### config.mk
export PLATFORM = sky130hd
export DESIGN_NAME = pwm_frequency_duty_meter
export DESIGN_NICKNAME = d
export VERILOG_FILES = /design/src/design/pfdm_pkg.sv /design/src/design/pwm_frequency_duty_meter.sv
export SDC_FILE = /design/constraint.sdc
export NUM_CORES = 1
export LEC_CHECK = 0
export BUFFER_PORTS_ARGS = -buffer_cell sky130_fd_sc_hd__buf_2
export CELL_PAD_IN_SITES_DETAIL_PLACEMENT = 1
export CELL_PAD_IN_SITES_GLOBAL_PLACEMENT = 2
export CORE_ASPECT_RATIO = 0.9
export CORE_MARGIN = 10
export CORE_UTILIZATION = 42
export DETAILED_ROUTE_END_ITERATION = 16
export HOLD_SLACK_MARGIN = 0.03
export PLACE_DENSITY_LB_ADDON = 0.1
export SLEW_MARGIN = 20
export SYNTH_ARGS = -nofsm -noshare
export SYNTH_HDL_FRONTEND = slang
export SYNTH_SLANG_ARGS = --single-unit
### constraint.sdc
create_clock -name aclk -period 12.75 [get_ports aclk]
set_input_delay 3.1875 -clock aclk [delete_from_list [all_inputs] [get_ports aclk]]
set_output_delay 3.1875 -clock aclk [all_outputs]
set_load 0.005 [all_outputs]
### src/design/pfdm_pkg.sv
// Shared constants and types for the PWM frequency and duty meter.
`default_nettype none

package pfdm_pkg;

    // Default parameter values
    localparam int TIME_WIDTH_DEF    = 32;
    localparam int FRAC_BITS_DEF     = 15;

    // Fixed field widths
    localparam int TS_W              = 32;
    localparam int TOTAL_W           = 32;
    localparam int FREQ_W            = 31;
    localparam int VOL_W             = 16;
    localparam int S_TDATA_W         = 40;
    localparam int M_TDATA_W         = 48;

    // Shared adder width: remainder shifted left plus carry headroom
    localparam int ALU_W             = 34;

    // Item kinds carried in s_tuser
    localparam logic MODE_EDGE       = 1'b0;
    localparam logic MODE_REPORT     = 1'b1;

    // Sequencer states
    typedef enum logic [4:0] {
        ST_IDLE = 5'b00001,
        ST_ACC  = 5'b00010,
        ST_SUM  = 5'b00100,
        ST_DIV  = 5'b01000,
        ST_DONE = 5'b10000
    } state_t;

endpackage

`default_nettype wire

### src/design/pwm_frequency_duty_meter.sv
// PWM frequency and duty-balance meter: edge accumulation and report divider.
//
// Edge transfers (s_tuser = 0) add the time since the previous event to the
// low or high total and count a toggle. A report transfer (s_tuser = 1)
// closes the current interval, adds high and low, and runs a restoring
// division of 2*min(high,low) by the sum, one quotient bit per cycle, for
// VOLUME_FRACTION_BITS+1 steps; a report passes through the accumulate,
// sum, divide and done states before the result is loaded into the output
// register, plus any wait while a prior result is still held there. All of
// these steps share one 34-bit add/subtract unit, and s_tready is high only
// while no item is at work. Time differences wrap modulo 2^TIME_WIDTH;
// totals and the toggle count saturate at 2^32-1. Both result fields are
// zero when the toggle count is 2 or less or the total time is zero.
`default_nettype none

module pwm_frequency_duty_meter #(
    parameter int TIME_WIDTH           = pfdm_pkg::TIME_WIDTH_DEF,
    parameter int VOLUME_FRACTION_BITS = pfdm_pkg::FRAC_BITS_DEF
) (
    input  wire logic                           aclk,
    input  wire logic                           aresetn,
    // Input stream
    input  wire logic                           s_tvalid,
    output logic                                s_tready,
    input  wire logic [pfdm_pkg::S_TDATA_W-1:0] s_tdata,  // [31:0] timestamp, [32] pin_level
    input  wire logic                           s_tuser,  // [0] mode
    // Result stream
    output logic                                m_tvalid,
    input  wire logic                           m_tready,
    output logic [pfdm_pkg::M_TDATA_W-1:0]      m_tdata   // [30:0] frequency, [46:31] volume
);

    localparam int TW = TIME_WIDTH;
    localparam int QW = VOLUME_FRACTION_BITS + 1;
    localparam int CW = $clog2(QW + 1);
    localparam int TOT_W = pfdm_pkg::TOTAL_W;
    localparam int AW = pfdm_pkg::ALU_W;
    localparam logic [TOT_W-1:0] TOTAL_MAX = '1;
    localparam logic [pfdm_pkg::VOL_W-1:0] VOL_MAX = '1;
    localparam longint VOL_LIMIT = (VOLUME_FRACTION_BITS >= pfdm_pkg::VOL_W) ?
                                   65535 : (64'd1 << VOLUME_FRACTION_BITS);

    // Control and state registers
    pfdm_pkg::state_t state_reg, state_next;
    logic [CW-1:0]    step_reg, step_next;
    logic             m_valid_reg, m_valid_next;
    logic [TW-1:0]    last_reg, last_next;
    logic             held_reg, held_next;
    logic [TOT_W-1:0] high_reg, high_next;
    logic [TOT_W-1:0] low_reg, low_next;
    logic [TOT_W-1:0] toggle_reg, toggle_next;

    // Working registers
    logic             mode_reg, mode_next;
    logic             pin_reg, pin_next;
    logic [TW-1:0]    dt_reg, dt_next;
    logic [TOT_W:0]   sum_reg, sum_next;
    logic [TOT_W:0]   rem_reg, rem_next;
    logic [QW-1:0]    quot_reg, quot_next;
    logic [pfdm_pkg::M_TDATA_W-1:0] m_data_reg, m_data_next;

    // Shared add/subtract unit
    logic [AW-1:0]    alu_a, alu_b;
    logic             alu_sub;
    logic [AW:0]      alu_res;

    // Helpers
    logic [TW+TOT_W-1:0]  ts_ext;
    logic [TW+TOT_W-1:0]  dt_ext;
    logic [TOT_W-1:0]     dt_sat;
    logic                 acc_high;
    logic [TOT_W-1:0]     acc_total;
    logic [TOT_W-1:0]     acc_sum;
    logic [TOT_W-1:0]     min_val;
    logic                 div_ge;
    logic [QW+pfdm_pkg::VOL_W-1:0] quot_ext;
    logic [pfdm_pkg::VOL_W-1:0]    vol_sat;
    logic                 report_ok;
    logic                 out_load;
    logic                 s_accept;

    assign s_tready = (state_reg == pfdm_pkg::ST_IDLE);
    assign s_accept = s_tvalid && s_tready;
    assign m_tvalid = m_valid_reg;
    assign m_tdata  = m_data_reg;

    // Widen timestamp and clamp the interval to the total width
    assign ts_ext = {{TW{1'b0}}, s_tdata[pfdm_pkg::TS_W-1:0]};
    assign dt_ext = {{TOT_W{1'b0}}, dt_reg};
    assign dt_sat = (dt_ext[TW+TOT_W-1:TOT_W] != '0) ? TOTAL_MAX : dt_ext[TOT_W-1:0];

    // Pick the total that receives the interval
    assign acc_high  = (mode_reg == pfdm_pkg::MODE_EDGE) ? !pin_reg : held_reg;
    assign acc_total = acc_high ? high_reg : low_reg;
    assign acc_sum   = alu_res[TOT_W] ? TOTAL_MAX : alu_res[TOT_W-1:0];
    assign min_val   = (low_reg > high_reg) ? high_reg : low_reg;
    assign div_ge    = alu_res[AW];

    // Saturate the quotient to the volume field
    assign quot_ext  = {{pfdm_pkg::VOL_W{1'b0}}, quot_reg};
    assign vol_sat   = (quot_ext[QW+pfdm_pkg::VOL_W-1:pfdm_pkg::VOL_W] != '0) ?
                       VOL_MAX : quot_ext[pfdm_pkg::VOL_W-1:0];
    assign report_ok = (toggle_reg > TOT_W'(2)) && (sum_reg != '0);
    assign out_load  = (state_reg == pfdm_pkg::ST_DONE) && (!m_valid_reg || m_tready);

    // Route operands into the shared unit
    always_comb begin
        alu_a   = '0;
        alu_b   = '0;
        alu_sub = 1'b0;
        unique case (state_reg)
            pfdm_pkg::ST_ACC: begin
                alu_a = AW'(acc_total);
                alu_b = AW'(dt_sat);
            end
            pfdm_pkg::ST_SUM: begin
                alu_a = AW'(high_reg);
                alu_b = AW'(low_reg);
            end
            pfdm_pkg::ST_DIV: begin
                alu_a   = {rem_reg, 1'b0};
                alu_b   = AW'(sum_reg);
                alu_sub = 1'b1;
            end
            default: begin
                alu_sub = 1'b0;
            end
        endcase
        alu_res = {1'b0, alu_a} + {1'b0, (alu_sub ? ~alu_b : alu_b)} + (AW + 1)'(alu_sub);
    end

    // Sequencer
    always_comb begin
        state_next   = state_reg;
        step_next    = step_reg;
        m_valid_next = m_valid_reg;
        last_next    = last_reg;
        held_next    = held_reg;
        high_next    = high_reg;
        low_next     = low_reg;
        toggle_next  = toggle_reg;
        mode_next    = mode_reg;
        pin_next     = pin_reg;
        dt_next      = dt_reg;
        sum_next     = sum_reg;
        rem_next     = rem_reg;
        quot_next    = quot_reg;
        m_data_next  = m_data_reg;

        // Drop the result once the consumer takes it
        if (m_valid_reg && m_tready) begin
            m_valid_next = 1'b0;
        end

        unique case (state_reg)
            pfdm_pkg::ST_IDLE: begin
                // Latch the item and measure the interval
                if (s_accept) begin
                    mode_next  = s_tuser;
                    pin_next   = s_tdata[pfdm_pkg::TS_W];
                    dt_next    = ts_ext[TW-1:0] - last_reg;
                    last_next  = ts_ext[TW-1:0];
                    state_next = pfdm_pkg::ST_ACC;
                end
            end
            pfdm_pkg::ST_ACC: begin
                // Add the interval to its total
                if (acc_high) begin
                    high_next = acc_sum;
                end else begin
                    low_next = acc_sum;
                end
                if (mode_reg == pfdm_pkg::MODE_EDGE) begin
                    if (toggle_reg != TOTAL_MAX) begin
                        toggle_next = toggle_reg + TOT_W'(1);
                    end
                    held_next  = pin_reg;
                    state_next = pfdm_pkg::ST_IDLE;
                end else begin
                    state_next = pfdm_pkg::ST_SUM;
                end
            end
            pfdm_pkg::ST_SUM: begin
                // Form the divisor and seed the remainder with the smaller total
                sum_next   = alu_res[TOT_W:0];
                rem_next   = {1'b0, min_val};
                quot_next  = '0;
                step_next  = '0;
                state_next = pfdm_pkg::ST_DIV;
            end
            pfdm_pkg::ST_DIV: begin
                // One restoring division step per cycle
                rem_next  = div_ge ? alu_res[TOT_W:0] : alu_a[TOT_W:0];
                quot_next = {quot_reg[QW-2:0], div_ge};
                step_next = step_reg + CW'(1);
                if (step_reg == CW'(QW - 1)) begin
                    state_next = pfdm_pkg::ST_DONE;
                end
            end
            pfdm_pkg::ST_DONE: begin
                // Load the output register and clear the run totals
                if (out_load) begin
                    m_valid_next = 1'b1;
                    if (report_ok) begin
                        m_data_next = {1'b0, vol_sat, toggle_reg[TOT_W-1:1]};
                    end else begin
                        m_data_next = '0;
                    end
                    high_next   = '0;
                    low_next    = '0;
                    toggle_next = '0;
                    state_next  = pfdm_pkg::ST_IDLE;
                end
            end
            default: begin
                state_next = pfdm_pkg::ST_IDLE;
            end
        endcase
    end

    // Control and state registers
    always_ff @(posedge aclk) begin
        if (!aresetn) begin
            state_reg   <= pfdm_pkg::ST_IDLE;
            step_reg    <= '0;
            m_valid_reg <= 1'b0;
            last_reg    <= '0;
            held_reg    <= 1'b0;
            high_reg    <= '0;
            low_reg     <= '0;
            toggle_reg  <= '0;
        end else begin
            state_reg   <= state_next;
            step_reg    <= step_next;
            m_valid_reg <= m_valid_next;
            last_reg    <= last_next;
            held_reg    <= held_next;
            high_reg    <= high_next;
            low_reg     <= low_next;
            toggle_reg  <= toggle_next;
        end
    end

    // Working registers
    always_ff @(posedge aclk) begin
        mode_reg   <= mode_next;
        pin_reg    <= pin_next;
        dt_reg     <= dt_next;
        sum_reg    <= sum_next;
        rem_reg    <= rem_next;
        quot_reg   <= quot_next;
        m_data_reg <= m_data_next;
    end

    // A new result appears only from the final state
    assert property (@(posedge aclk) disable iff (!aresetn)
        $rose(m_valid_reg) |-> $past(state_reg == pfdm_pkg::ST_DONE))
        else $error("result raised outside the done state");

    // The volume never exceeds 1.0 or the saturation limit
    assert property (@(posedge aclk) disable iff (!aresetn)
        m_valid_reg |-> (longint'(m_data_reg[pfdm_pkg::FREQ_W +: pfdm_pkg::VOL_W]) <= VOL_LIMIT))
        else $error("volume above its limit");

    // Loading a result clears the run totals
    assert property (@(posedge aclk) disable iff (!aresetn)
        out_load |=> (toggle_reg == '0) && (high_reg == '0) && (low_reg == '0))
        else $error("totals not cleared after report");

    // An edge updates the held level to the new pin level
    assert property (@(posedge aclk) disable iff (!aresetn)
        (state_reg == pfdm_pkg::ST_ACC) && (mode_reg == pfdm_pkg::MODE_EDGE)
        |=> held_reg == $past(pin_reg))
        else $error("held level not updated on edge");

endmodule

`default_nettype wire

=== Word-level counts from Yosys, hierarchy flattened ===
Index checks and enable logic that the tools add are counted.

* Bits of input ports: 45
* Logic and storage cells: 84
* Register bits after elaboration: 304
* Output and inout bits: 50

* Bitwise gates (word level): 2
* Order comparisons: 2
* Reduce and logical (&&, ||, !) cells: 17
* Add/sub/neg operators: 5
* Equality and inequality tests: 14
* Mux-type cells: 28

{| class="wikitable"
|+ Operators by type and width
! kind !! count
|-
| $mux W32 || 8
|-
| $pmux W32 S2 || 3
|-
| $pmux W34 S3 || 1
|-
| $pmux W33 S3 || 1
|-
| $pmux W33 S2 || 1
|-
| $add A34 B34 Y35 || 1
|-
| $add A35 B1 Y35 || 1
|-
| $mux W34 || 1
|-
| $not A34 Y34 || 1
|-
| $mux W33 || 1
|-
| $reduce_bool A33 Y1 || 1
|-
| $add A32 B1 Y32 const B || 1
|-
| $gt A32 B2 Y1 const B || 1
|-
| $gt A32 B32 Y1 || 1
|-
| $ne A32 B32 Y1 const B || 1
|-
| $pmux W16 S2 || 1
|-
| $sub A32 B32 Y32 || 1
|-
| $pmux W5 S5 || 1
|-
| $mux W5 || 3
|-
| $ne A2 B2 Y1 const B || 6
|-
| $eq A5 B4 Y1 const B || 2
|-
| $pmux W5 S2 || 1
|-
| $reduce_and A3 Y1 || 3
|-
| $reduce_and A2 Y1 || 3
|-
| other kinds (14) || 23
|}

=== Depth between registers and ports, before layout ===
* Depth in word-level cells: 9
* Mapped depth: 22
* Mapped depth without buffers: 15

=== Least setup slack after synthesis ===
No wires, ideal clock.

* Kind: input to register
* Start: in m_tready
* End: reg toggle_reg[23]
* Data required time: 12679 ps
* Cell stages on the path: 7
* Data arrival time: 7003 ps
* Buffers on the path: 1
* Path slack: 5677 ps
* Setup time: 71 ps
* Cells stage by stage: nand2b_1 > nor2b_1 > o21ai_1 > or3_1 > buf_2 > or3_1 > a21oi_1

* Word-level cells in the longest chain between the ends: 4

{| class="wikitable"
|+ Ends and longest elaborated chain
! what !! line !! text
|-
| start: declaration || pwm_frequency_duty_meter.sv:29 || <nowiki>input wire logic m_tready,</nowiki>
|-
| $logic_or A1 B1 Y1 || pwm_frequency_duty_meter.sv:104 || <nowiki>assign out_load = (state_reg == pfdm_pkg::ST_DONE) && (!m_valid_reg || m_tready);</nowiki>
|-
| $logic_and A1 B1 Y1 || pwm_frequency_duty_meter.sv:104 ||
|-
| $ne A2 B2 Y1 (no source line) || n/a ||
|-
| $reduce_and A4 Y1 (no source line) || n/a ||
|-
| end signal: assignment || pwm_frequency_duty_meter.sv:240 || <nowiki>toggle_reg <= toggle_next;</nowiki>
|-
| end: declaration || pwm_frequency_duty_meter.sv:51 || <nowiki>logic [TOT_W-1:0] toggle_reg, toggle_next;</nowiki>
|}

Every way passes these cells.
A chain may end at the register's enable or synchronous reset.

=== Worst setup path in the final report ===
* Start: reg state_reg[3]
* End: reg rem_reg[15] (data pin)

* Word-level cells in the longest chain between the ends: 8
* Elaborated cells on any way between the ends: 12
* Those cells by class: add/sub: 2; eq/ne: 3; mux: 6; bitwise: 1

{| class="wikitable"
|+ Ends and longest elaborated chain
! what !! line !! text
|-
| start: declaration || pwm_frequency_duty_meter.sv:44 || <nowiki>pfdm_pkg::state_t state_reg, state_next;</nowiki>
|-
| start signal: assignment || pwm_frequency_duty_meter.sv:224 || <nowiki>state_reg <= pfdm_pkg::ST_IDLE;</nowiki>
|-
| start signal: assignment || pwm_frequency_duty_meter.sv:233 || <nowiki>state_reg <= state_next;</nowiki>
|-
| $eq A5 B4 Y1 (tied with other cells) || pwm_frequency_duty_meter.sv:111, pwm_frequency_duty_meter.sv:155 ||
|-
| $pmux W33 S3 || pwm_frequency_duty_meter.sv:111 || <nowiki>unique case (state_reg)</nowiki>
|-
| $not A34 Y34 || pwm_frequency_duty_meter.sv:129 || <nowiki>alu_res = {1'b0, alu_a} + {1'b0, (alu_sub ? ~alu_b : alu_b)} + (AW + 1)'(alu_sub);</nowiki>
|-
| $mux W34 || pwm_frequency_duty_meter.sv:129 ||
|-
| $add A34 B34 Y35 || pwm_frequency_duty_meter.sv:129 ||
|-
| $add A35 B1 Y35 || pwm_frequency_duty_meter.sv:129 ||
|-
| $mux W33 || pwm_frequency_duty_meter.sv:193 || <nowiki>rem_next = div_ge ? alu_res[TOT_W:0] : alu_a[TOT_W:0];</nowiki>
|-
| $pmux W33 S2 * || pwm_frequency_duty_meter.sv:155 || <nowiki>unique case (state_reg)</nowiki>
|-
| net rem_next[15] || pwm_frequency_duty_meter.sv:58 || <nowiki>logic [TOT_W:0] rem_reg, rem_next;</nowiki>
|-
| end signal: assignment || pwm_frequency_duty_meter.sv:250 || <nowiki>rem_reg <= rem_next;</nowiki>
|-
| end: declaration || pwm_frequency_duty_meter.sv:58 ||
|}

Mark *: on every way through the listed nets, which the timed path passes. The rest lies on a longest branch.

==> results.cfg <==
[clock_tree]
cts_setup_buffers = 0
clockBufferDepth = 3
post_cts_resized = 0
cts_root_buf = clkbuf_16
numCtsBuffers = 36
path_clk_slew_ns = 0.06
cts_tree = done
clock-sinks = 303
ctsHoldBuffers = 0
clock_latency_ns = 0.55
h-tree-depth = 2

[sta]
holdWs_ns = 0.454
worstMarginPinSlew_ns = 1.03
finalHoldViolations = 0
relSlewSlack_pct = 31.2
finalSetupViolations = 0
finalCritPeriodShare_pct = 50.1
fin_ws_ns = 6.36
clock_skew_ns = 0.0200
fmax_mhz = 156
drv_slew = 0
rsz0062_at_grt = no
finalSetupTns_ns = 0
fin_crit_ns = 6.39

[logic_synthesis]
ys_seq_elements = 303
yosys_warnings = 0
synthesis.instances = 1908
yosysTopAreaCell = edfxtp_1
synth_top_cell_area_share_pct = 27.9
synth_edf_count = 163
syn_nets = 2055
synth_flop_cell = edfxtp_1
postSynthAreaPerCell_um2 = 9.18
synthArstFlopShare_pct = 0
synth_cell_type_count = 79
netlist_area_mm2 = 0.0175
synth_area_leaders = edfxtp_1 28%, dfxtp_1 16%, ha_1 7.1%, a21oi_1 3.8%, nor2_1 3.7%
seq_area_frac_synth_pct = 43.9

[routing]
wl_mm = 56.7
drtIter0Drc = 1122
vias = 14960
viasPerCell = 5.92
ant_nets = 0
wl_per_cell_um = 22.5
drcViolationCount = 0
dr.pass1.iters = 6

[min_path]
hold_depth = 2
min_to = last_reg[4]
worstHoldStart = last_reg[4]
min_path_type = reg2reg

[placement]
gp_congestion = 0.886
dp_hpwl_mm = 39.3
placed_cells = 2459
io_buffers = 86
dp_slack_ns = 6.39
place_area_mm2 = 0.0184

[floorplanning]
fp.coreArea_mm2 = 0.0409
ioPinCount = 95
dieArea_mm2 = 0.0503
num_rows = 70
fp.dieH_um = 214
die_w_um = 235
start_util_pct = 42.8

[pwr]
ir_drop_v = 0.000104
power.leakage_nw = 7.70
power_density_mw_per_mm2 = 125
p_total_mw = 2.46

[final_layout]
fin_util_pct = 48.1
multi_input_area_mm2 = 0.00889
syn_to_final_growth_pct = 12.2
layout.cells.non_filler = 2526
nNetsFinal = 2104
largest_reg_flops = 47
final_common_cell = nor2_1
drive_above_1_share_pct = 9.97
final_cell_mix = 174 x nor2_1, 163 x edfxtp_1, 150 x nand2_1
fillers = 4694
design_area_mm2 = 0.0197
regArea_mm2 = 0.00770

[worst_setup_path]
r2r_cells = 20
cp-end-kind = flip-flop
reg2reg_to = rem_reg[15]
r2r-start = state_reg[3]
arrival_ns = 6.67
rrSetupSlack_ns = 6.36
start_kind = flip-flop
criticalPathCategory = reg2reg
critPathMaxFanout = 54
required_ns = 13.03

[flow_run]
drv_cap = 0

[global_route]
grt_max_degree = 67
antenna_found_initial = 1
overflow = 0
grt_pass1_wl_mm = 88.5
grt_pass1_vias = 15190
grt_usage_pct = 22.0

[outcome]
status = finished, final reports clean
==> cells by family (layout without fill, tap and decap cells) <==
| group | Yosys count | in the layout | synth area share, % |
|---|---|---|---|
| adders and majority gates | 102 | 102 | 7.37 |
| and+or+nand+nor | 584 | 584 | 16.0 |
| buffers and inverters | 251 | 328 | 5.56 |
| other | 1 | 2 | 0.0214 |
| DFF | 303 | 303 | 43.9 |
| AOI/OAI and AO/OA | 556 | 556 | 21.3 |
| muxes | 34 | 34 | 1.95 |
| xor gates and xnor gates | 77 | 77 | 3.85 |
==> cell usage after synthesis (all sizes together), types with 7 or more instances <==
library cell,n
and3,32
nor3,30
nand2b,16
xnor2,40
nand2,151
ha,100
a211oi,26
nor4,20
o21ai,132
a21oi,133
a222oi,30
or2,9
dfxtp,140
xor2,37
a32o,8
buf,16
nand3,32
mux2i,33
o21bai,10
or3,13
clkbuf,84
nand4,24
o21a,24
nor2,175
a31oi,7
a22oi,69
o31ai,7
edfxtp,163
nor2b,9
a21o,40
and2,57
inv,151
o211ai,17
==> cell type report <==
type | count | share of cell area [%]
Inverter | 151 | 2.88
Multi-Input combinational cell | 1354 | 45.2
Clock inverter | 14 | 0.808
Sequential cell | 303 | 39.1
Timing Repair Buffer | 111 | 3.14
Tap cell | 540 | 3.44
Clock buffer | 52 | 5.36
Antenna cell | 1 | 0.0127
==> where the power goes <==
group          internal (mW)  switching, mW  total [mW]
combinational         0.0989          0.194       0.293
clock                  0.637          0.432        1.07
sequential              1.07         0.0303        1.10
total                   1.81          0.656        2.46
==> how the worst max path moves through the flow <==
stage | start | end | slack [ns] | cells after the start
2_1_floorplan | m_tready | toggle_reg[23] | 5.68 | 7
3_3_place_gp | s_tdata[1] | dt_reg[29] | 6.46 | 12
3_5_place_dp | s_tdata[1] | dt_reg[29] | 6.39 | 12
4_1_cts | state_reg[3] | rem_reg[21] | 6.44 | 20
5_1_grt | state_reg[4] | rem_reg[21] | 5.92 | 20
6_report | state_reg[3] | rem_reg[15] | 6.36 | 20
==> routing by layer <==
layer  vias up  GRT usage (%)  share of wire, %
li1       7044              -                 -
met1      7473           28.5                44
met2       351           36.9                47
met3        92           3.29               5.4
met4         0           8.24               3.1
met5         -              0                 0
==> critical path, stage by stage, from the launching register on <==
cell,delay (ns)
dfxtp_1,0.37
nor2b_1,0.17
buf_4,0.22
nand2_2,0.09
buf_4,0.36
inv_2,0.34
buf_4,0.43
a222oi_1,0.48
inv_1,0.10
ha_1,0.43
nand3_1,0.17
o22ai_1,0.35
a221oi_1,0.13
buf_4,0.19
o21a_1,0.29
o21a_1,0.35
o21ai_2,0.71
buf_4,0.46
nor2_1,0.08
a211oi_1,0.25
a21oi_1,0.08
Power figures use the tool's default switching activity.
